<file path="src/rtl/sparse_table_range_min_macros.svh">
// ----------------------------------------------------------------------------
// Sparse table range minimum: assertion macros
// Shared concurrent assertion forms, clocked on clk_i and held off in reset.
// ----------------------------------------------------------------------------
`ifndef SPARSE_TABLE_RANGE_MIN_MACROS_SVH
`define SPARSE_TABLE_RANGE_MIN_MACROS_SVH

// The condition holds at every clock edge out of reset.
`define STRM_ASSERT_HOLDS(label, cond) \
  label: assert property (@(posedge clk_i) disable iff (!rst_ni) (cond)) \
    else $error("strm: invariant violated");

// The consequent holds in the cycle after the antecedent.
`define STRM_ASSERT_NEXT(label, ante, cons) \
  label: assert property (@(posedge clk_i) disable iff (!rst_ni) (ante) |=> (cons)) \
    else $error("strm: sequence violated");

`endif

</file>
<file path="src/rtl/strm_pkg.sv">
// ----------------------------------------------------------------------------
// Sparse table range minimum: package
// Item types, codes and default sizes shared by the front, queue and back.
// ----------------------------------------------------------------------------
package strm_pkg;

  localparam int MAX_ELEMENTS_DEF = 1024;
  localparam int LEVELS_DEF       = 11;
  localparam int DATA_WIDTH_DEF   = 32;

  localparam int QUEUE_DEPTH = 2;
  localparam int LENGTH_W    = 11;
  localparam int POS_W       = 11;
  localparam int LVL_W       = 4;

  typedef enum logic [1:0] {
    ACT_LOAD  = 2'd0,
    ACT_BUILD = 2'd1,
    ACT_QUERY = 2'd2,
    ACT_NONE  = 2'd3
  } action_e;

  typedef enum logic [1:0] {
    STS_ANSWER    = 2'd0,
    STS_BUILT     = 2'd1,
    STS_BAD_RANGE = 2'd2,
    STS_NOT_BUILT = 2'd3
  } status_e;

  typedef enum logic {
    CFG_LENGTH = 1'b0,
    CFG_MODE   = 1'b1
  } cfg_index_e;

  typedef enum logic [1:0] {
    CMD_LOAD   = 2'd0,
    CMD_BUILD  = 2'd1,
    CMD_QUERY  = 2'd2,
    CMD_REPORT = 2'd3
  } cmd_e;

  typedef struct packed {
    action_e            action;
    logic [9:0]         index;
    logic signed [31:0] value;
    logic [9:0]         left;
    logic [10:0]        right;
  } strm_in_t;

  typedef struct packed {
    logic signed [31:0] answer;
    status_e            status;
  } strm_out_t;

  // Classified item as it travels from the front to the back.
  typedef struct packed {
    cmd_e               kind;
    status_e            status;
    logic [LVL_W-1:0]   lvl;
    logic [POS_W-1:0]   pos_a;
    logic [POS_W-1:0]   pos_b;
    logic [31:0]        value;
  } cmd_t;

endpackage

</file>
<file path="src/rtl/strm_front.sv">
// ----------------------------------------------------------------------------
// Sparse table range minimum: front end
// Accepts items, tracks the built mark and classifies queries into table
// reads or immediate status reports.
// ----------------------------------------------------------------------------
module strm_front import strm_pkg::*; #(
  parameter int  MAX_ELEMENTS = MAX_ELEMENTS_DEF,
  parameter int  LEVELS       = LEVELS_DEF,
  localparam int N_W          = $clog2(MAX_ELEMENTS + 1)
) (
  input  logic                clk_i,
  input  logic                rst_ni,
  input  logic                start_i,
  input  strm_in_t            in_i,
  input  logic [LENGTH_W-1:0] length_i,
  input  logic                q_full_i,
  output logic                push_o,
  output cmd_t                cmd_o,
  output logic [N_W-1:0]      eff_len_o
);

  logic             built_q, built_d;
  logic [N_W-1:0]   eff_len;
  logic [POS_W-1:0] width;
  logic [LVL_W-1:0] lvl;
  logic             accept;

  always_comb begin
    eff_len = (int'(length_i) > MAX_ELEMENTS) ? N_W'(MAX_ELEMENTS) : N_W'(length_i);
    width   = in_i.right - {1'b0, in_i.left};
    // Floor log2 of the range width: the highest set bit wins.
    lvl = '0;
    for (int i = 0; i < POS_W; i++) begin
      if (width[i]) lvl = LVL_W'(i);
    end
  end

  always_comb begin
    accept  = start_i && !q_full_i;
    built_d = built_q;
    push_o  = 1'b0;
    cmd_o   = '0;
    if (accept) begin
      unique case (in_i.action)
        ACT_LOAD: begin
          built_d = 1'b0;
          if (int'(in_i.index) < MAX_ELEMENTS) begin
            push_o      = 1'b1;
            cmd_o.kind  = CMD_LOAD;
            cmd_o.pos_a = POS_W'(in_i.index);
            cmd_o.value = $unsigned(in_i.value);
          end
        end
        ACT_BUILD: begin
          built_d    = 1'b1;
          push_o     = 1'b1;
          cmd_o.kind = CMD_BUILD;
        end
        ACT_QUERY: begin
          push_o = 1'b1;
          priority if (!built_q) begin
            cmd_o.kind   = CMD_REPORT;
            cmd_o.status = STS_NOT_BUILT;
          end else if (({1'b0, in_i.left} >= in_i.right) ||
                       (int'(in_i.right) > int'(eff_len)) ||
                       (int'(lvl) >= LEVELS)) begin
            cmd_o.kind   = CMD_REPORT;
            cmd_o.status = STS_BAD_RANGE;
          end else begin
            cmd_o.kind   = CMD_QUERY;
            cmd_o.status = STS_ANSWER;
            cmd_o.lvl    = lvl;
            cmd_o.pos_a  = {1'b0, in_i.left};
            cmd_o.pos_b  = in_i.right - (POS_W'(1) << lvl);
          end
        end
        ACT_NONE: ;
      endcase
    end
  end

  always_ff @(posedge clk_i or negedge rst_ni) begin
    if (!rst_ni) begin
      built_q <= 1'b0;
    end else begin
      built_q <= built_d;
    end
  end

  assign eff_len_o = eff_len;

endmodule

</file>
<file path="config.mk">
export PLATFORM = sky130hd
export DESIGN_NAME = strm_front
export DESIGN_NICKNAME = d
export VERILOG_FILES = /design/src/rtl/sparse_table_range_min_macros.svh /design/src/rtl/strm_pkg.sv /design/src/rtl/strm_front.sv
export SDC_FILE = /design/constraint.sdc
export NUM_CORES = 1
export LEC_CHECK = 0
export CAP_MARGIN = 20
export CORE_UTILIZATION = 41
export CTS_BUF_LIST = sky130_fd_sc_hd__clkbuf_2
export DETAILED_ROUTE_END_ITERATION = 10
export DONT_BUFFER_PORTS = 1
export PLACE_DENSITY = 0.59
export SYNTH_ARGS = -nofsm -noshare
export SYNTH_HDL_FRONTEND = slang
export SYNTH_SLANG_ARGS = --single-unit
export TNS_END_PERCENT = 5
</file>
<file path="constraint.sdc">
create_clock -name clk_i -period 7.6 [get_ports clk_i]
set_input_delay 1.52 -clock clk_i [delete_from_list [all_inputs] [get_ports clk_i]]
set_output_delay 1.52 -clock clk_i [all_outputs]
set_load 0.005 [all_outputs]
</file>
-- Word-level counts from Yosys, hierarchy flattened
Index checks and enable logic that the tools add are counted.
- input bits: 80
- word-level logic and storage cells: 42
- bits in registers: 1
- output and inout bits: 74
- magnitude comparators: 4
- shift-type cells: 1
- reduce and logical (&&, ||, !) cells: 8
- equal/unequal tests: 2
- add/subtract/negate cells: 2
- muxes and demuxes: 24
- operator list (kind ; number):
    two-way mux 62 bit ; 1
    two-way mux 26 bit ; 2
    two-way mux 32 bit ; 1
    two-way mux 4 bit ; 8
    two-way mux 11 bit ; 2
    one-hot mux 11 bit (2 select lines) ; 1
    greater-or-equal comparator 10 x 11 -> 1 bit ; 1
    greater-than comparator 11 bit ; 1
    greater-than comparator 11 bit, second input constant ; 1
    << shifter 1 x 4 -> 11 bit, first input constant ; 1
    subtractor 11 x 10 -> 11 bit ; 1
    subtractor 11 bit ; 1
    two-way mux 3 bit ; 2
    two-way mux 6 bit ; 1
    greater-or-equal comparator 4 bit, second input constant ; 1
    one-hot mux 2 bit (2 select lines) ; 1
    two-way mux 1 bit ; 3
    OR reduction 3 bit ; 1
    equality test 2 x 1 -> 1 bit, second input constant ; 1
    equality test 2 bit, second input constant ; 1
    zero test 2 bit ; 1
    logical OR 1 bit ; 2
    two-way mux 2 bit ; 1
    one-hot mux 1 bit (2 select lines) ; 1
    4 further kinds ; 4

-- Depth between registers and ports, before layout
Gate-level depths: netlist of the first run.
- depth in word-level cells: 17
- depth in mapped cells: 21
- mapped depth without buffers: 21

-- Least setup slack after synthesis of the first run
Ideal clock, no wire load.
- path type: in2out
- start point: input in_i[0] in the netlist's numbering
- end point: output cmd_o[42] in the netlist's numbering
- path slack: 1.013 ns
- required time: 6.080 ns
- cell stages on the path: 21
- buffers on the path: 0
- arrival time: 5.067 ns
- cells stage by stage: inv_1 > ha_1 > inv_1 > fa_1 > nand3_1 > a21o_1 > and2_4 > o211ai_4 > o211a_1 > and2_4 > and3_1 > ha_1 > inv_1 > fa_1 > a21o_1 > a21oi_1 > a21oi_1 > o41ai_1 > o21ai_0 > xor2_1 > nor2_1
- RTL lines (element ; RTL line ; text):
    start, declared ; strm_front.sv:14 ; input strm_in_t in_i,
    end, declared ; strm_front.sv:18 ; output cmd_t cmd_o,

==> out/qor.txt, run 1 <==
Seq pwr share -> 3.9%
Reg with most FFs -> built_q
Combinational share of power -> 96.1%
Die ar. -> 5800 µm²
CP Class -> in2out
Gpl congestion -> 0.858
Top cells by area, synth -> ha_1 20%, and3_1 9.7%, nand2_1 5.8%
Vias per inst -> 6.00
Via count -> 2334
Place WS -> 0.543 ns
Fill cells -> 533
Worst setup margin -> 0.507 ns
Syn_nets -> 453
CP bufs+invs -> 3
Commonest non-fill, non-tap cell in the layout -> ha_1
Die height -> 76.2 µm
Switching pwr -> 0.101 mW
FMAX -> 141 MHz
Regs by FF count -> built_q: 1 flops
Arr. time, crit path -> 5.57 ns
LEAKAGE -> 1.17 nW
Wire per inst -> 16.2 µm
Placed insts -> 389
Unrepaired setup endpoints after global routing -> false
Vias in the first global route -> 2079
YS warnings -> 0
Slew Viols, Final -> 0
Period utilization -> 93.3%
CP max-delay cell -> o41ai_1
CP endpoint kind -> output pin
Layout cells sized above 1 -> 5.33%
Run status -> finished, final reports clean
Average cell area after synthesis -> 6.73 µm²
Clock network fraction of design power -> 0%
Mapped Area -> 2260 µm²
Register Area -> 25.0 µm²
Post-route ant nets -> 0
Pwr Total -> 0.177 mW
Initial Util -> 43.3%
Hold Slack -> 0.598 ns
Net Sw Frac -> 56.9%
GRT overflow -> 0
Row cnt -> 26
Fin cells -> 389
Final wirelength -> 6310 µm
Largest net degree at the start of global routing -> 38
DR iter-0 viols -> 185
Cell family with most CP delay -> compound AO/OA/AOI/OAI gates
Max reg flops -> 1
Sequential area share after synthesis -> 1.11%
Cell count after synthesis -> 335
Relative slew slack -> 47.9%
Worst-Margin Slew -> 0.780 ns
Cts repair resizes -> 0
Number of synthesized flops with an enable pin -> 0
Final #Nets -> 439
Worst setup SP type -> input port
I/O pin count -> 154
P&R area growth vs syn -> -0.0556%
ANT cells -> 0
Core Area -> 5200 µm²
Int Power -> 0.0760 mW
Clk_lat worst skew -> 0 ns
Initial antenna violation count -> 0
Top cell type's share of synthesized area -> 20.0%
Core Util, Final -> 43.3%
TNS Setup -> 0 ns
IO Port Bufs -> 0
Clock-pin slew on the worst setup and hold paths -> 0 ns
Largest stage delay on the critical path -> 0.44 ns
Synth area leader -> ha_1
Min Tclk post-route -> 7.09 ns
Final hold vios -> 0
Critical path fanouts, max -> 6
Post-synthesis cell type count -> 61
Max-cap viol count -> 0
Largest vdd supply drop -> 53.4 µV
Ys async rst share -> 100%
DP Wirelength -> 5310 µm
Clock skew -> 0 ns
Placed cell areas -> 2250 µm²
First-pass GRT wire length -> 9950 µm
Main synth FF type -> dfrtp_1
Drt first pass iters -> 4
Post-CTS setup buffer count -> 0
Worst hold path type -> reg2reg
Commonest non-fill, non-tap cells in the layout -> 36 x ha_1, 35 x nand2_1, 35 x and3_1
Tot GR Track Use -> 20.5%
Worst endpoint required time -> 6.08 ns
Pwr/cell area -> 78.3 nW/µm²
Yosys reg bits -> 1
Multi-input gate area -> 2010 µm²
Die width -> 76.2 µm
Most used cell, CP -> inv_1
Number of setup violations in the final report -> 0
# hold bufs at CTS -> 0
Cell chain of the critical path -> inv_1 > ha_1 > inv_1 > fa_1 > nand3_1 > a21o_1 > and2_4 > o211ai_4 > o211a_1 > and2_4 > and3_1 > ha_1 > inv_1 > fa_1 > a21o_1 > a21oi_1 > a21oi_1 > o41ai_1 > o21ai_0 > xor2_1 > nor2_1
DRC -> 0
Design area -> 2250 µm²
-- path summary, 6_finish.rpt --
path	from	end	slack (ns)	depth (start not counted)
max	in_i[0]	cmd_o[42]	0.51	21
min	built_q	built_q	0.60	2
min in group asynchronous	rst_ni	built_q	1.22	0
min reg2reg	built_q	built_q	0.60	2
max in group asynchronous	rst_ni	built_q	6.31	0
max reg2reg	built_q	built_q	6.91	2
-- synthesized netlist by cell type (all sizes together), types with 2 or more instances --
cell / count
a211o: 3
a21o: 6
a21oi: 18
a22o: 2
a31oi: 5
and2: 6
and3: 36
buf: 8
clkbuf: 9
fa: 2
ha: 36
inv: 31
mux2i: 4
nand2: 35
nand2b: 5
nand3: 14
nand3b: 2
nand4: 3
nor2: 28
nor2b: 8
nor3: 4
nor3b: 2
nor4: 2
o211a: 3
o211ai: 3
o21a: 2
o21ai: 18
o22ai: 3
o311a: 3
or2: 2
or3b: 2
xnor2: 9
xor2: 5
-- power by group through the flow --
stage                     sequential (mW)  combinational (mW)  clock, mW
final                             0.00696               0.170          0
after global routing              0.00708               0.191          0
after CTS                         0.00697               0.168          0
after detailed placement          0.00697               0.167          0
after global placement            0.00696               0.166          0
after floorplan                   0.00685               0.141          0
-- worst min-delay path, cell delays in order, from the launching register on --
cell and delay (ns):
dfrtp_1 0.35, inv_1 0.08, o21ai_0 0.10
-- final cells by class --
type	instances	share of cell area (%)
Timing Repair Buffer	1	0.333
Tap cell	70	3.88
Inverter	32	5.33
Multi-Input combinational cell	285	89.3
Sequential cell	1	1.11
-- routing by layer --
metal  track usage [%]  vias to the layer above  wire length [µm]
met2              34.0                      110              2810
met4              3.65                        0                94
met3              2.63                        8               490
li1                  -                     1171                 -
met5                 0                        -                 0
met1              28.4                     1045              2910
-- cells by family after synthesis --
group / after synthesis / synth area share (%)
XOR/XNOR: 14 / 5.44
buffers and inverters: 49 / 9.59
other: 1 / 0.166
flip-flops: 1 / 1.11
AND/OR/NAND/NOR: 151 / 35.6
adder cells (fa/ha/maj): 38 / 21.7
multiplexers: 4 / 1.77
AO/OA/AOI/OAI: 77 / 24.6
Note: power is estimated with default switching activity, not from simulation.
==> run 2, diff against run 1 <==
--- a/config.mk
+++ b/config.mk
@@ -6,11 +6,11 @@
 export NUM_CORES = 1
 export LEC_CHECK = 0
 export CAP_MARGIN = 20
-export CORE_UTILIZATION = 41
+export CORE_UTILIZATION = 45
 export CTS_BUF_LIST = sky130_fd_sc_hd__clkbuf_2
 export DETAILED_ROUTE_END_ITERATION = 10
 export DONT_BUFFER_PORTS = 1
-export PLACE_DENSITY = 0.59
+export PLACE_DENSITY = 0.64
 export SYNTH_ARGS = -nofsm -noshare
 export SYNTH_HDL_FRONTEND = slang
 export SYNTH_SLANG_ARGS = --single-unit
==> constraint.sdc (replaced) <==
create_clock -name clk_i -period 6.73 [get_ports clk_i]
set_input_delay 1.346 -clock clk_i [delete_from_list [all_inputs] [get_ports clk_i]]
set_output_delay 1.346 -clock clk_i [all_outputs]
set_load 0.005 [all_outputs]
==> out/qor.txt, run 2 (synthesis results as in run 1) <==
Max reg flops -> 1 (unchanged)
Final hold vios -> 0 (unchanged)
Wire per inst -> 16.8 µm (+3.4%)
Row cnt -> 25 (-3.8%)
Final wirelength -> 6550 µm (+3.9%)
Tot GR Track Use -> 23.3% (+2.8 points)
Post-CTS setup buffer count -> 0 (unchanged)
Pwr/cell area -> 90.1 nW/µm² (+15%)
Min Tclk post-route -> 6.39 ns
Relative slew slack -> 48.6% (+0.73 points)
R2R cell count -> 2 (unchanged)
DR iter-0 viols -> 106 (-43%)
Commonest non-fill, non-tap cells in the layout -> 35 x nand2_1, 35 x and3_1, 35 x ha_1
Critical path fanouts, max -> 10 (+4)
TNS Setup -> 0 ns (unchanged)
Max-cap viol count -> 0 (unchanged)
Period utilization -> 95.0%
CP endpoint kind -> output pin
Via count -> 2370 (+1.5%)
Register Area -> 25.0 µm² (unchanged)
Die width -> 72.8 µm (-4.4%)
Initial Util -> 47.1% (+3.8 points)
Hold Slack -> 0.587 ns (-0.0102 ns)
Arr. time, crit path -> 5.05 ns (-0.52 ns)
Vias per inst -> 6.06 (+1.0%)
Post-route ant nets -> 0 (unchanged)
Largest net degree at the start of global routing -> 38 (unchanged)
Clock skew -> 0 ns (unchanged)
Clock-pin slew on the worst setup and hold paths -> 0 ns (unchanged)
Clk_lat worst skew -> 0 ns (unchanged)
Core Util, Final -> 48.3% (+5.0 points)
Worst hold path type -> reg2reg
Largest vdd supply drop -> 32.4 µV (-39%)
Layout cells sized above 1 -> 8.33% (+3.0 points)
Critical Path Stages -> 20 (-4.8%)
Hold Path Cell Cnt -> 2 (unchanged)
IO Port Bufs -> 0 (unchanged)
Die height -> 72.8 µm (-4.4%)
Fill cells -> 487 (-8.6%)
Gpl congestion -> 0.864 (+0.68%)
Vias in the first global route -> 2135 (+2.7%)
Slew Viols, Final -> 0 (unchanged)
Core Area -> 4790 µm² (-8.1%)
Cell chain of the critical path -> inv_1 > ha_1 > nand4_1 > a21o_1 > and2_4 > o211ai_4 > o211a_4 > and2_4 > and3_1 > ha_1 > inv_1 > fa_1 > a21o_1 > a21oi_2 > a21oi_1 > o41ai_1 > buf_4 > o21ai_0 > xor2_1 > nor2_1
Largest stage delay on the critical path -> 0.48 ns (+0.04 ns)
Worst-Margin Slew -> 0.769 ns (-0.0110 ns)
ANT cells -> 0 (unchanged)
Cell family with most CP delay -> compound AO/OA/AOI/OAI gates
DRC -> 0 (unchanged)
Final #Nets -> 444 (+1.1%)
Multi-input gate area -> 2040 µm² (+1.2%)
CP max-delay cell -> ha_1
Pwr Total -> 0.208 mW (+18%)
Die ar. -> 5300 µm² (-8.7%)
Placed insts -> 391 (+0.51%)
LEAKAGE -> 1.20 nW (+1.9%)
First-pass GRT wire length -> 9800 µm (-1.5%)
Fin cells -> 391 (+0.51%)
Regs by FF count -> built_q: 1 flops
DP Wirelength -> 5610 µm (+5.6%)
Drt first pass iters -> 4 (unchanged)
Worst endpoint required time -> 5.38 ns (-0.70 ns)
Worst setup SP type -> input port
CP bufs+invs -> 3 (unchanged)
Run status -> finished, final reports clean
Initial antenna violation count -> 0 (unchanged)
Reg with most FFs -> built_q
Unrepaired setup endpoints after global routing -> false
CP Class -> in2out
P&R area growth vs syn -> 2.50%
Number of setup violations in the final report -> 0 (unchanged)
GRT overflow -> 0 (unchanged)
I/O pin count -> 154 (unchanged)
FMAX -> 156 MHz
## run 2: metal layers
layer	track usage [%]	share of wire, %
met1	29.0	42
met2	43.7	52
met3	2.76	5.0
met4	2.83	0.99
met5	0	0
## run 2: final timing paths
kind | from | to | slack (ns)
worst max-delay path | in_i[15] | cmd_o[42] | 0.34
worst min-delay path | built_q | built_q | 0.59
worst max register to register | built_q | built_q | 6.06
worst min register to register | built_q | built_q | 0.59
max in group asynchronous | rst_ni | built_q | 5.61
min in group asynchronous | rst_ni | built_q | 1.05
## run 2: report_power, final
part           switching [mW]  total, mW  internal [mW]
clock                       0          0              0
sequential           0.000678    0.00798        0.00731
combinational           0.115      0.200         0.0855
total                   0.115      0.208         0.0928
## run 2: what timing repair did
action	CTS	global route
hold buffers	0	0
gates resized for setup	0	5
endpoints found under the setup margin	0	1
## run 2: metrics by stage
stage | cell area [µm²] | worst slack, ns
2_1_floorplan | 2260 | 0.491
3_3_place_gp | 2290 | 0.225
3_5_place_dp | 2290 | 0.168
4_1_cts | 2290 | 0.160
5_1_grt | 2310 | 0.0273
6_report | 2310 | 0.337
## run 2: area by class of cell
cell class	count	area share, %
Timing Repair Buffer	6	1.95
Multi-Input combinational cell	285	88.1
Tap cell	67	3.63
Sequential cell	1	1.08
Inverter	32	5.19
## run 2: worst reg2reg max path: stages, from the launching register on
cell     delay [ns]
dfrtp_1        0.36
inv_1          0.07
o21ai_0        0.09
