File: config.mk
export PLATFORM = sky130hd
export DESIGN_NAME = strm_queue
export DESIGN_NICKNAME = d
export VERILOG_FILES = /design/src/rtl/sparse_table_range_min_macros.svh /design/src/rtl/strm_pkg.sv /design/src/rtl/strm_queue.sv
export SDC_FILE = /design/constraint.sdc
export NUM_CORES = 1
export LEC_CHECK = 0
export BUFFER_PORTS_ARGS = -buffer_cell sky130_fd_sc_hd__buf_2
export CAP_MARGIN = 20
export CORE_ASPECT_RATIO = 1.5
export CORE_MARGIN = 5
export CORE_UTILIZATION = 52
export DETAILED_ROUTE_END_ITERATION = 10
export PLACE_DENSITY = 0.8
export SYNTH_ARGS = -nofsm -noshare
export SYNTH_HDL_FRONTEND = slang
export SYNTH_SLANG_ARGS = --single-unit
File: constraint.sdc
create_clock -name clk_i -period 4.3 [get_ports clk_i]
set_input_delay 0.43 -clock clk_i [delete_from_list [all_inputs] [get_ports clk_i]]
set_output_delay 0.43 -clock clk_i [all_outputs]
set_load 0.05 [all_outputs]
File: src/rtl/sparse_table_range_min_macros.svh
// ----------------------------------------------------------------------------
// Sparse table range minimum: assertion macros
// Shared concurrent assertion forms, clocked on clk_i and held off in reset.
// ----------------------------------------------------------------------------
`ifndef SPARSE_TABLE_RANGE_MIN_MACROS_SVH
`define SPARSE_TABLE_RANGE_MIN_MACROS_SVH

// The condition holds at every clock edge out of reset.
`define STRM_ASSERT_HOLDS(label, cond) \
  label: assert property (@(posedge clk_i) disable iff (!rst_ni) (cond)) \
    else $error("strm: invariant violated");

// The consequent holds in the cycle after the antecedent.
`define STRM_ASSERT_NEXT(label, ante, cons) \
  label: assert property (@(posedge clk_i) disable iff (!rst_ni) (ante) |=> (cons)) \
    else $error("strm: sequence violated");

`endif

File: src/rtl/strm_pkg.sv
// ----------------------------------------------------------------------------
// Sparse table range minimum: package
// Item types, codes and default sizes shared by the front, queue and back.
// ----------------------------------------------------------------------------
package strm_pkg;

  localparam int MAX_ELEMENTS_DEF = 1024;
  localparam int LEVELS_DEF       = 11;
  localparam int DATA_WIDTH_DEF   = 32;

  localparam int QUEUE_DEPTH = 2;
  localparam int LENGTH_W    = 11;
  localparam int POS_W       = 11;
  localparam int LVL_W       = 4;

  typedef enum logic [1:0] {
    ACT_LOAD  = 2'd0,
    ACT_BUILD = 2'd1,
    ACT_QUERY = 2'd2,
    ACT_NONE  = 2'd3
  } action_e;

  typedef enum logic [1:0] {
    STS_ANSWER    = 2'd0,
    STS_BUILT     = 2'd1,
    STS_BAD_RANGE = 2'd2,
    STS_NOT_BUILT = 2'd3
  } status_e;

  typedef enum logic {
    CFG_LENGTH = 1'b0,
    CFG_MODE   = 1'b1
  } cfg_index_e;

  typedef enum logic [1:0] {
    CMD_LOAD   = 2'd0,
    CMD_BUILD  = 2'd1,
    CMD_QUERY  = 2'd2,
    CMD_REPORT = 2'd3
  } cmd_e;

  typedef struct packed {
    action_e            action;
    logic [9:0]         index;
    logic signed [31:0] value;
    logic [9:0]         left;
    logic [10:0]        right;
  } strm_in_t;

  typedef struct packed {
    logic signed [31:0] answer;
    status_e            status;
  } strm_out_t;

  // Classified item as it travels from the front to the back.
  typedef struct packed {
    cmd_e               kind;
    status_e            status;
    logic [LVL_W-1:0]   lvl;
    logic [POS_W-1:0]   pos_a;
    logic [POS_W-1:0]   pos_b;
    logic [31:0]        value;
  } cmd_t;

endpackage

File: src/rtl/strm_queue.sv
// ----------------------------------------------------------------------------
// Sparse table range minimum: command queue
// Short FIFO of classified items between the front and the back.
// ----------------------------------------------------------------------------
module strm_queue import strm_pkg::*; (
  input  logic clk_i,
  input  logic rst_ni,
  input  logic push_i,
  input  cmd_t cmd_i,
  input  logic pop_i,
  output logic full_o,
  output logic empty_o,
  output cmd_t head_o
);

  localparam int PTR_W = (QUEUE_DEPTH > 1) ? $clog2(QUEUE_DEPTH) : 1;
  localparam int CNT_W = $clog2(QUEUE_DEPTH + 1);

  cmd_t             slot_q [QUEUE_DEPTH];
  logic [PTR_W-1:0] wr_q, rd_q;
  logic [CNT_W-1:0] cnt_q;

  always_ff @(posedge clk_i) begin
    if (push_i) slot_q[wr_q] <= cmd_i;
  end

  always_ff @(posedge clk_i or negedge rst_ni) begin
    if (!rst_ni) begin
      wr_q  <= '0;
      rd_q  <= '0;
      cnt_q <= '0;
    end else begin
      if (push_i) wr_q <= (wr_q == PTR_W'(QUEUE_DEPTH - 1)) ? '0 : wr_q + 1'b1;
      if (pop_i)  rd_q <= (rd_q == PTR_W'(QUEUE_DEPTH - 1)) ? '0 : rd_q + 1'b1;
      unique case ({push_i, pop_i})
        2'b10:   cnt_q <= cnt_q + 1'b1;
        2'b01:   cnt_q <= cnt_q - 1'b1;
        default: cnt_q <= cnt_q;
      endcase
    end
  end

  assign full_o  = (cnt_q == CNT_W'(QUEUE_DEPTH));
  assign empty_o = (cnt_q == '0);
  assign head_o  = slot_q[rd_q];

endmodule

After elaboration in Yosys (flattened, before gate mapping)
Memory sizes are Yosys's and may differ from the RTL's.
Index checks and enable logic that the tools add are counted.
W data, S select, Z words.
{"block": "classes", "add_sub_neg": 4, "multipliers": 0, "div_mod_pow": 0, "order_cmp": 0, "n_eq_ne": 3, "shifts": 0, "mux": 5, "n_bitwise": 0, "reduce_logical": 2}
{"operator": "$eq A2 B2 Y1 const B", "n": 2}
{"operator": "$mux W1", "n": 4}
{"operator": "$pmux W2 S2", "n": 1}
{"operator": "$add A1 B1 Y1 const B", "n": 2}
{"operator": "$add A2 B1 Y2 const B", "n": 1}
{"operator": "$eq A2 B1 Y1 const B", "n": 1}
{"operator": "$logic_not A2 Y1", "n": 1}
{"operator": "$reduce_bool A2 Y1", "n": 1}
{"operator": "$sub A2 B1 Y2 const B", "n": 1}
{"block": "totals", "regBits": 4, "latch_bits": 0, "mem_bits_rw": 124, "romBits": 0, "inputBits": 66, "out_inout_bits": 64, "word_cells": 18, "memories": 1}
{"name": "slot_q", "words": 2, "width": 62, "read_ports": 1, "rd_clocked_by_memory_dff": 0, "write_ports": 1, "line_no": "strm_queue.sv:19", "source": "cmd_t slot_q [QUEUE_DEPTH];"}

Logic depth before layout (Yosys ltp)
Gate-level depths: netlist of run 1.
{"block": "logic_depth", "depth_word": 2, "mapped_depth": 5}

Worst setup path before layout of run 1
Ideal clock, no wire load.
{"block": "synth_timing", "path_type": "in2reg", "start": "input push_i", "end": "memory slot_q[0][0] (netlist bit) (enable)", "t_arrival_ns": 3.089, "required_ns": 3.816, "path_slack_ns": 0.727, "path_stages": 2, "cell_sequence": "inv_1 nor2_1"}
{"block": "synth_between", "elab_chain_len": 2}
{"element": "from (decl)", "line_no": "strm_queue.sv:8", "source": "input logic push_i,"}
{"element": "$mux W1", "line_no": "strm_queue.sv:24", "source": "if (push_i) slot_q[wr_q] <= cmd_i;"}
{"element": "$mux W1 (not written as such)", "line_no": "strm_queue.sv:24"}
{"element": "to (decl)", "line_no": "strm_queue.sv:19"}
No other way between the ends.

==> flow_metrics.tcl, run 1 <==
set metrics [dict create \
    min_period_over_period_pct 58.1 \
    rsz0062_at_grt "no" \
    critPathSlowestCell "dfrtp_4" \
    hold_class "in -> reg" \
    cp-start-kind "flop" \
    synth-seq-cells 128 \
    synth_area_leaders "edfxtp_1 75%, mux2_4 18%, buf_12 2.4%" \
    cts.sinks 128 \
    seq_power_share_pct 34.8 \
    swShare_pct 38.0 \
    power.density_nw_per_um2 827 \
    cpPeakStageDelay_ps 770 \
    mostFrequentLayoutCell "buf_2" \
    finalHoldViolCount 0 \
    yosys.area.top_type "edfxtp_1" \
    use_met1_pct 14.8 \
    nets 422 \
    grt_util_met2_pct 28.5 \
    worst-path-max-fanout 36 \
    layout_min_cycle_time_ps 2500 \
    die_h_um 130 \
    path_cells "buf_16 > mux2_4 > buf_2" \
    synth_area_um2 4960 \
    fin_area_um2 6280 \
    path_buf_inv 2 \
    finalSetupViolations 0 \
    syn-num-nets 276 \
    post-place-cells 446 \
    drc 0 \
    dp_hpwl_mm 5.84 \
    max_freq_ghz 0.400 \
    placed_area_um2 5650 \
    placementRows 43 \
    ant_nets 0 \
    maxSlewHeadroom_pct 29.3 \
    netlist.area_leader.share_pct 75.1 \
    ir_drop_v 0.000607 \
    met3_usage_pct 6.27 \
    core_um2 9310 \
    numPortBuffers 129 \
    netlist_instances 209 \
    overflow 0 \
    arrival_ps 2070 \
    detail_route.first_pass.iterations 6 \
    syn_to_final_growth_pct 26.7 \
    clockBufferDepth 2 \
    worstMarginPinSlew_ps 1060 \
    p_total_mw 5.19 \
    grt_use_total_pct 15.5 \
    antenna_cells 0 \
    clk_pin_slew_worst_paths_ps 60 \
    drv_cap 0 \
    grt_max_degree 64 \
    cts_buffers 17 \
    outcome "finished clean" \
    yosys_warnings 0 \
    yosysUniqueCellTypes 13 \
    place_congestion 0.700 \
    initial_core_util_pct 53.3 \
    p_leak_nw 2.57 \
    drive_gt1_share_pct 62.5 \
    viasPerCell 4.91 \
    combinationalPowerShare_pct 38.1 \
    die_x_um 89.7 \
    vias 2358 \
    avgSynthCellArea_um2 23.7 \
    final_cell_mix "129 x buf_2, 124 x edfxtp_1, 59 x mux2_4" \
    p_int_mw 3.22 \
    dp_slack_ps 2030 \
    final_core_util_pct 67.5 \
    wl_mm 8.82 \
    finClkSkew_ps 11.3 \
    drt_iter0_markers 130 \
    crit_path_end_kind "primary output" \
    fin_tns_setup_ps 0 \
    finalNonFillerCells 480 \
    fp.dieArea_um2 11600 \
    cts_tree "yes" \
    ios 130 \
    path_class "reg -> out" \
    whs_ps 210 \
    busiest_layer "met2" \
    clockPowerShare_pct 27.1 \
    grt_pass1_wl_mm 13.3 \
    seq_area_frac_synth_pct 77.1 \
    clockRootBuffer "clkbuf_16" \
    switching_power_mw 1.97 \
    crit_required_ps 3870 \
    htree_levels 4 \
    final.setup.worst_slack_ps 1800 \
    clk_latency_ps 410 \
    drv_slew 0 \
    grt_pass1_vias 2625 \
    critical-path-top-delay-family "flip-flops" \
    wl_per_cell_um 18.4 \
    antenna_found_initial 3 \
]
[layout make-up]
cell class              instances  area (µm²)
clock buffers                  17         425
clock inverters                15         170
fillers                       636        3030
inverters                       1        3.75
multi-input cells              73        1010
flip-flops and latches        128        3830
well taps                     112         140
repair buffers                134         706
[metal layers]
metal  vias up  wire length [µm]
li1       1123                 -
met5         -                41
met3        12               572
met1      1145              2920
met2        72              5190
met4         6                95
[sequential cells by signal (all words and copies together), names as in the netlist]
register  flops
wr_q          1
cnt_q         2
slot_q      124
rd_q          1
[synthesized netlist by cell type]
cell and n:
and2_1 1, buf_12 6, buf_6 1, dfrtp_1 4
edfxtp_1 124, ha_1 1, inv_1 1, mux2_2 3
mux2_4 59, nor2_1 3, nor2b_1 1, xnor2_1 2
xor2_1 3
[power by group through the flow]
| stage | clock network [mW] | registers [mW] | logic (mW) |
|---|---|---|---|
| global route | 1.50 | 1.84 | 2.06 |
| finish | 1.41 | 1.81 | 1.98 |
| CTS | 1.44 | 1.90 | 1.91 |
| floorplan | 0 | 1.75 | 1.80 |
| global placement | 0 | 1.90 | 1.89 |
| detailed placement | 0 | 1.92 | 1.90 |
[path summary, 6_finish.rpt]
path	from	endpoint	slack, ps	cells after the start
hold reg to reg	cnt_q[1]$_DFFE_PN0P_	cnt_q[1]$_DFFE_PN0P_	520	1
max in group asynchronous	rst_ni	rd_q$_DFFE_PN0P_	3790	2
hold / removal	cmd_i[47]	slot_q[1][47]$_DFFE_PP_	210	1
setup / recovery	rd_q$_DFFE_PN0P_	head_o[2]	1800	3
setup reg to reg	wr_q$_DFFE_PN0P_	slot_q[1][58]$_DFFE_PP_	2220	2
min in group asynchronous	rst_ni	cnt_q[1]$_DFFE_PN0P_	370	2
[kinds of logic after synthesis]
logic type	count (synthesis)	share of synthesized area, %
flip-flops	128	77.1
AND/OR/NAND/NOR	5	0.480
adder cells (fa/ha/maj)	1	0.252
buffers and inverters	8	2.73
XOR/XNOR	5	0.883
multiplexers	62	18.5
[repair_timing]
| action | CTS | global route |
|---|---|---|
| endpoints found under the hold margin | 4 | 0 |
| hold buffers | 1 | 0 |
| setup endpoints to repair | 0 | 0 |
| gates resized for setup | 0 | 0 |
| setup buffers | 0 | 0 |
(Power assumes the default switching activity.)
==> run 2, diff against run 1 <==
- CORE_UTILIZATION: 52 -> 47
- PLACE_DENSITY: 0.8 -> 0.76
- clock period: 4.3 -> 2.1 ns (I/O delays scaled with it)
==> run 2 against run 1 <==
First-iteration DRC count rose by 6.2%. Clock skew fell by 4.3 ps. Critical endpoint is now head_o[21]. Global-route usage barely moved. Critical path depth did not move. Sequential share of layout area fell by 5.7 points. Worst setup slack got worse by 1600 ps. Die area rose by 9.6%. Core utilization fell by 1.3 points. Clock-buffer cell count rose by 2. Register-to-register slack got worse by 1500 ps.
==> flow_metrics.tcl, run 2 (synthesis results as in run 1) <==
set metrics [dict create \
    cp-start-kind "flop" \
    drv_slew 0 \
    clockRootBuffer "clkbuf_16" \
    worstReg2RegStart "wr_q$_DFFE_PN0P_" \
    reg2reg_to "slot_q[0][34]$_DFFE_PP_" \
    power.density_nw_per_um2 1550 \
    ir_drop_v 0.000996 \
    place_congestion 0.723 \
    grt_max_degree 43 \
    p_total_mw 10.8 \
    clk_pin_slew_worst_paths_ps 50 \
    antenna_found_initial 0 \
    final.setup.worst_slack_ps 192 \
    clk_latency_ps 400 \
    drive_gt1_share_pct 53.5 \
    final_cell_mix "129 x buf_2, 124 x edfxtp_1, 59 x mux2_4" \
    finClkSkew_ps 7.08 \
    maxSlewHeadroom_pct 62.0 \
    r2r_slack_ps 690 \
    clockBufferDepth 2 \
    path_cells "buf_12 > mux2_4 > buf_2" \
    switching_power_mw 4.04 \
    nets 484 \
    dp_hpwl_mm 6.21 \
    placed_area_um2 5750 \
    arrival_ps 1700 \
    largestRegisters "slot_q (124), cnt_q (2)" \
    hold_class "in -> reg" \
    swShare_pct 37.5 \
    drv_cap 0 \
    wl_per_cell_um 16.8 \
    path_class "reg -> out" \
    min_period_over_period_pct 90.8 \
    numPortBuffers 129 \
    worstMarginPinSlew_ps 570 \
    ios 130 \
    path_buf_inv 2 \
    wl_mm 9.65 \
    grt_pass1_wl_mm 14.5 \
    crit_path_end_kind "primary output" \
    overflow 0 \
    fin_area_um2 6930 \
    dp_slack_ps 455 \
    seq_power_share_pct 33.4 \
    viasPerCell 4.56 \
    syn_to_final_growth_pct 39.8 \
    cts_resized 0 \
    die_x_um 93.9 \
    mostFrequentLayoutCell "buf_2" \
    hold_end "wr_q$_DFFE_PN0P_" \
    layout_min_cycle_time_ps 1910 \
    htree_levels 4 \
    reg2reg_depth 2 \
    drt_iter0_markers 138 \
    cpPeakStageDelay_ps 490 \
    rsz0062_at_grt "no" \
    cts_buffers 17 \
    crit_required_ps 1890 \
    critPathSlowestCell "dfrtp_4" \
    worst-path-max-fanout 28 \
    max_freq_ghz 0.524 \
    die_h_um 136 \
    finalHoldViolCount 0 \
    ant_nets 0 \
    combinationalPowerShare_pct 40.4 \
    largest_register "slot_q" \
    outcome "finished clean" \
    hold_depth 2 \
    clockPowerShare_pct 26.2 \
    cts_tree "yes" \
    vias 2620 \
    initial_core_util_pct 47.3 \
    detail_route.first_pass.iterations 4 \
    worstHoldStart "push_i" \
    drc 0 \
    cts.sinks 128 \
    core_um2 10500 \
    placementRows 46 \
    grt_use_total_pct 15.5 \
    largest_reg_flops 124 \
    finalSetupViolations 0 \
    post-place-cells 481 \
    fp.dieArea_um2 12700 \
    finalNonFillerCells 575 \
    fin_tns_setup_ps 0 \
    grt_pass1_vias 2911 \
    critical-path-top-delay-family "flip-flops" \
    p_leak_nw 2.84 \
    p_int_mw 6.73 \
]
run 2: cell count changes in the layout (fill, tap and decap cells not counted), sizes merged:
cell,previous run,this run
clkinv,7,8
diode,0,1
dlygate4sd3,1,58
buf,133,138
clkinvlp,5,2
clkbuf,17,19
run 2: worst max path at each step:
stage / from / endpoint / slack, ps / cells after the start
finish: rd_q$_DFFE_PN0P_ / head_o[21] / 190 / 3
global route: rd_q$_DFFE_PN0P_ / head_o[22] / 130 / 3
CTS: rd_q$_DFFE_PN0P_ / head_o[22] / 20 / 3
detailed placement: rd_q$_DFFE_PN0P_ / head_o[22] / 450 / 3
global placement: rd_q$_DFFE_PN0P_ / head_o[22] / 470 / 3
floorplan: wr_q$_DFFE_PN0P_ / slot_q[0][0]$_DFFE_PP_ / 340 / 1
run 2: per-layer routing:
layer	GRT usage, %	vias up	wire length (µm)
met5	0	-	0
met4	7.31	0	133
met3	4.34	10	450
met2	28.4	75	5560
met1	15.9	1288	3500
li1	-	1247	-
run 2: worst register-to-register path: cells and delay by family, from the launching register on:
family        cells  cell delay (ps)
flops             1              420
buf+inv           1              480
simple gates      1              120
run 2: per-stage QoR:
stage / hold WS (ps) / utilization (%)
CTS: 1.22 / 65.6
floorplan: -85.6 / -
global route: 1.17 / 66.1
global placement: 20.7 / 54.9
finish: 19.9 / 66.2
detailed placement: 19.7 / 54.9
run 2: layout make-up:
| type | count | area, µm² |
|---|---|---|
| well taps | 144 | 180 |
| repair buffers | 196 | 1330 |
| fillers | 758 | 3540 |
| inverters | 1 | 3.75 |
| flip-flops and latches | 128 | 3830 |
| diodes | 1 | 2.50 |
| multi-input cells | 73 | 1010 |
| clock buffers | 19 | 433 |
| clock inverters | 13 | 145 |
run 2: power by group through the flow:
stage | combinational (mW) | sequential, mW | clock (mW)
after floorplan | 3.69 | 3.56 | 0
after global placement | 4.19 | 3.65 | 0
after detailed placement | 4.22 | 3.68 | 0
after CTS | 4.31 | 3.64 | 2.88
after global routing | 4.53 | 3.64 | 3.01
final | 4.36 | 3.59 | 2.82
run 2: timing repair:
action                                  in CTS  in global routing
setup buffers                                0                  3
endpoints found under the hold margin      110                  5
endpoints found under the setup margin       0                 11
hold buffers                                55                  3
==> run 3, diff against run 2 <==
- CORE_UTILIZATION: 47 -> 52
- PLACE_DENSITY: 0.76 -> 0.8
- clock period: 2.1 -> 1.8 ns (I/O delays scaled with it)
==> run 3 against run 2 <==
The run now ends with negative setup slack left. Flip-flop and latch count unchanged. Clock skew about the same. Total power increased by 27%. Die area decreased by 8.8%. Final cell count decreased by 4.3%. Clock power increased by 20%. Register-to-register slack got worse by 260 ps. Sequential share of layout area decreased by 3.5 points. Critical path type unchanged. Largest power group unchanged.
==> flow_metrics.tcl, run 3 (synthesis results as in run 1) <==
set metrics [dict create \
    outcome "complete, but fails checks" \
    failed_checks "negative setup slack" \
    mostFrequentLayoutCell "edfxtp_1" \
    nets 491 \
    worst-path-max-fanout 20 \
    grt_max_degree 33 \
    finClkSkew_ps 6.84 \
    cpPeakStageDelay_ps 530 \
    arrival_ps 1620 \
    ir_drop_v 0.00130 \
    detail_route.first_pass.iterations 4 \
    r2r_slack_ps 430 \
    placementRows 43 \
    vias 2735 \
    critical-path-top-delay-family "flip-flops" \
    numPortBuffers 129 \
    endpoint "head_o[10]" \
    layout_min_cycle_time_ps 1800 \
    power.density_nw_per_um2 1850 \
    path_buf_inv 2 \
    multi_input_area_um2 1010 \
    drt_iter0_markers 173 \
    min_period_over_period_pct 100 \
    overflow 0 \
    finalSetupViolations 3 \
    path_class "reg -> out" \
    wl_mm 10.8 \
    final_cell_mix "124 x edfxtp_1, 67 x buf_2, 65 x dlygate4sd3_1" \
    viasPerCell 4.97 \
    cp-start-kind "flop" \
    cts_buffers 17 \
    clk_latency_ps 400 \
    finalHoldViolCount 0 \
    antenna_found_initial 1 \
    max_freq_ghz 0.554 \
    reg2reg_to "slot_q[0][5]$_DFFE_PP_" \
    core_um2 9310 \
    clockPowerShare_pct 24.8 \
    critPathSlowestCell "dfrtp_4" \
    worstReg2RegStart "wr_q$_DFFE_PN0P_" \
    initial_core_util_pct 53.3 \
    maxSlewHeadroom_pct 71.7 \
    final_core_util_pct 79.5 \
    seqCellArea_um2 3830 \
    cts_tree "yes" \
    die_x_um 89.7 \
    final.setup.worst_slack_ps -4.02 \
    dp_hpwl_mm 6.01 \
    grt_use_total_pct 19.6 \
    largestRegisters "slot_q (124), cnt_q (2)" \
    clockRootBuffer "clkbuf_16" \
    ant_nets 0 \
    wl_per_cell_um 19.6 \
    worstMarginPinSlew_ps 425 \
    seq_power_share_pct 30.8 \
    place_congestion 0.702 \
    reg2reg_depth 2 \
    path_cells "buf_12 > mux2_4 > buf_6" \
    largest_register "slot_q" \
    clockBufferDepth 2 \
    clk_pin_slew_worst_paths_ps 60 \
    fp.dieArea_um2 11600 \
    p_total_mw 13.7 \
    rsz0062_at_grt "yes" \
    critical_path_depth 3 \
    drive_gt1_share_pct 53.3 \
    drv_slew 0 \
    switching_power_mw 4.96 \
    fillers 477 \
    die_h_um 130 \
    cts.sinks 128 \
    drc 0 \
    p_int_mw 8.72 \
    p_leak_nw 3.02 \
    drv_cap 0 \
    grt_pass1_vias 3121 \
    htree_levels 4 \
    swShare_pct 36.3 \
    crit_path_end_kind "primary output" \
    largest_reg_flops 124 \
    crit_required_ps 1620 \
    combinationalPowerShare_pct 44.5 \
    syn_to_final_growth_pct 49.3 \
    crit_path_start "rd_q$_DFFE_PN0P_" \
    hold_class "in -> async" \
    ios 130 \
    grt_pass1_wl_mm 16.8 \
]
run 3: routing by layer:
| layer | global-route usage (%) | vias to the layer above | wire length [µm] |
|---|---|---|---|
| met5 | 0 | - | 0 |
| met2 | 38.4 | 94 | 6610 |
| li1 | - | 1256 | - |
| met4 | 8.90 | 0 | 153 |
| met1 | 18.0 | 1374 | 3500 |
| met3 | 6.21 | 11 | 503 |
run 3: what timing repair did:
action                                  4_1_cts  5_1_grt
buffers inserted                              2        0
hold endpoints to repair                    130        0
cloned                                        0        0
gates resized for setup                     119        6
endpoints found under the setup margin       56       62
hold buffers                                 65        0
run 3: worst min-delay path by stage:
stage | startpoint | slack (ps) | depth (start not counted) | endpoint
detailed placement | rst_ni | -1 | 1 | rd_q$_DFFE_PN0P_
CTS | rst_ni | 90 | 2 | rd_q$_DFFE_PN0P_
global placement | rst_ni | -10 | 1 | rd_q$_DFFE_PN0P_
global route | rst_ni | 130 | 2 | rd_q$_DFFE_PN0P_
finish | rst_ni | 140 | 2 | rd_q$_DFFE_PN0P_
floorplan | rst_ni | -120 | 0 | cnt_q[0]$_DFFE_PN0P_
run 3: stage by stage:
| stage | std cells | setup WS [ps] | hold slack (ps) | setup TNS, ps | cell area, µm² |
|---|---|---|---|---|---|
| final | 550 | -4.02 | 136 | -8.63 | 7400 |
| after global routing | 550 | -52.6 | 128 | -1730 | 7400 |
| after CTS | 549 | -27.8 | 89.0 | -708 | 7390 |
| after detailed placement | 450 | 299 | -1.36 | 0 | 5750 |
| after global placement | 450 | 321 | -11.4 | 0 | 5750 |
| after floorplan | 209 | 35.3 | -116 | 0 | 4970 |
run 3: power by group through the flow:
stage                     clock, mW  combinational, mW  sequential (mW)
after floorplan                   0               4.30             4.15
after global routing           3.59               6.30             4.26
final                          3.39               6.08             4.21
after detailed placement          0               5.03             4.27
after CTS                      3.43               6.04             4.19
after global placement            0               4.99             4.23
run 3: area by class of cell:
cell class | count | share of cell area, %
Timing Repair Buffer | 203 | 24.6
Antenna cell | 1 | 0.0338
Sequential cell | 128 | 51.7
Multi-Input combinational cell | 73 | 13.6
Inverter | 1 | 0.0507
Clock inverter | 11 | 1.86
Clock buffer | 21 | 6.22
Tap cell | 112 | 1.89
run 3: worst register-to-register path, stage by stage (launching register included):
cell     delay [ps]
dfrtp_1         430
nor2_4          170
buf_4           400
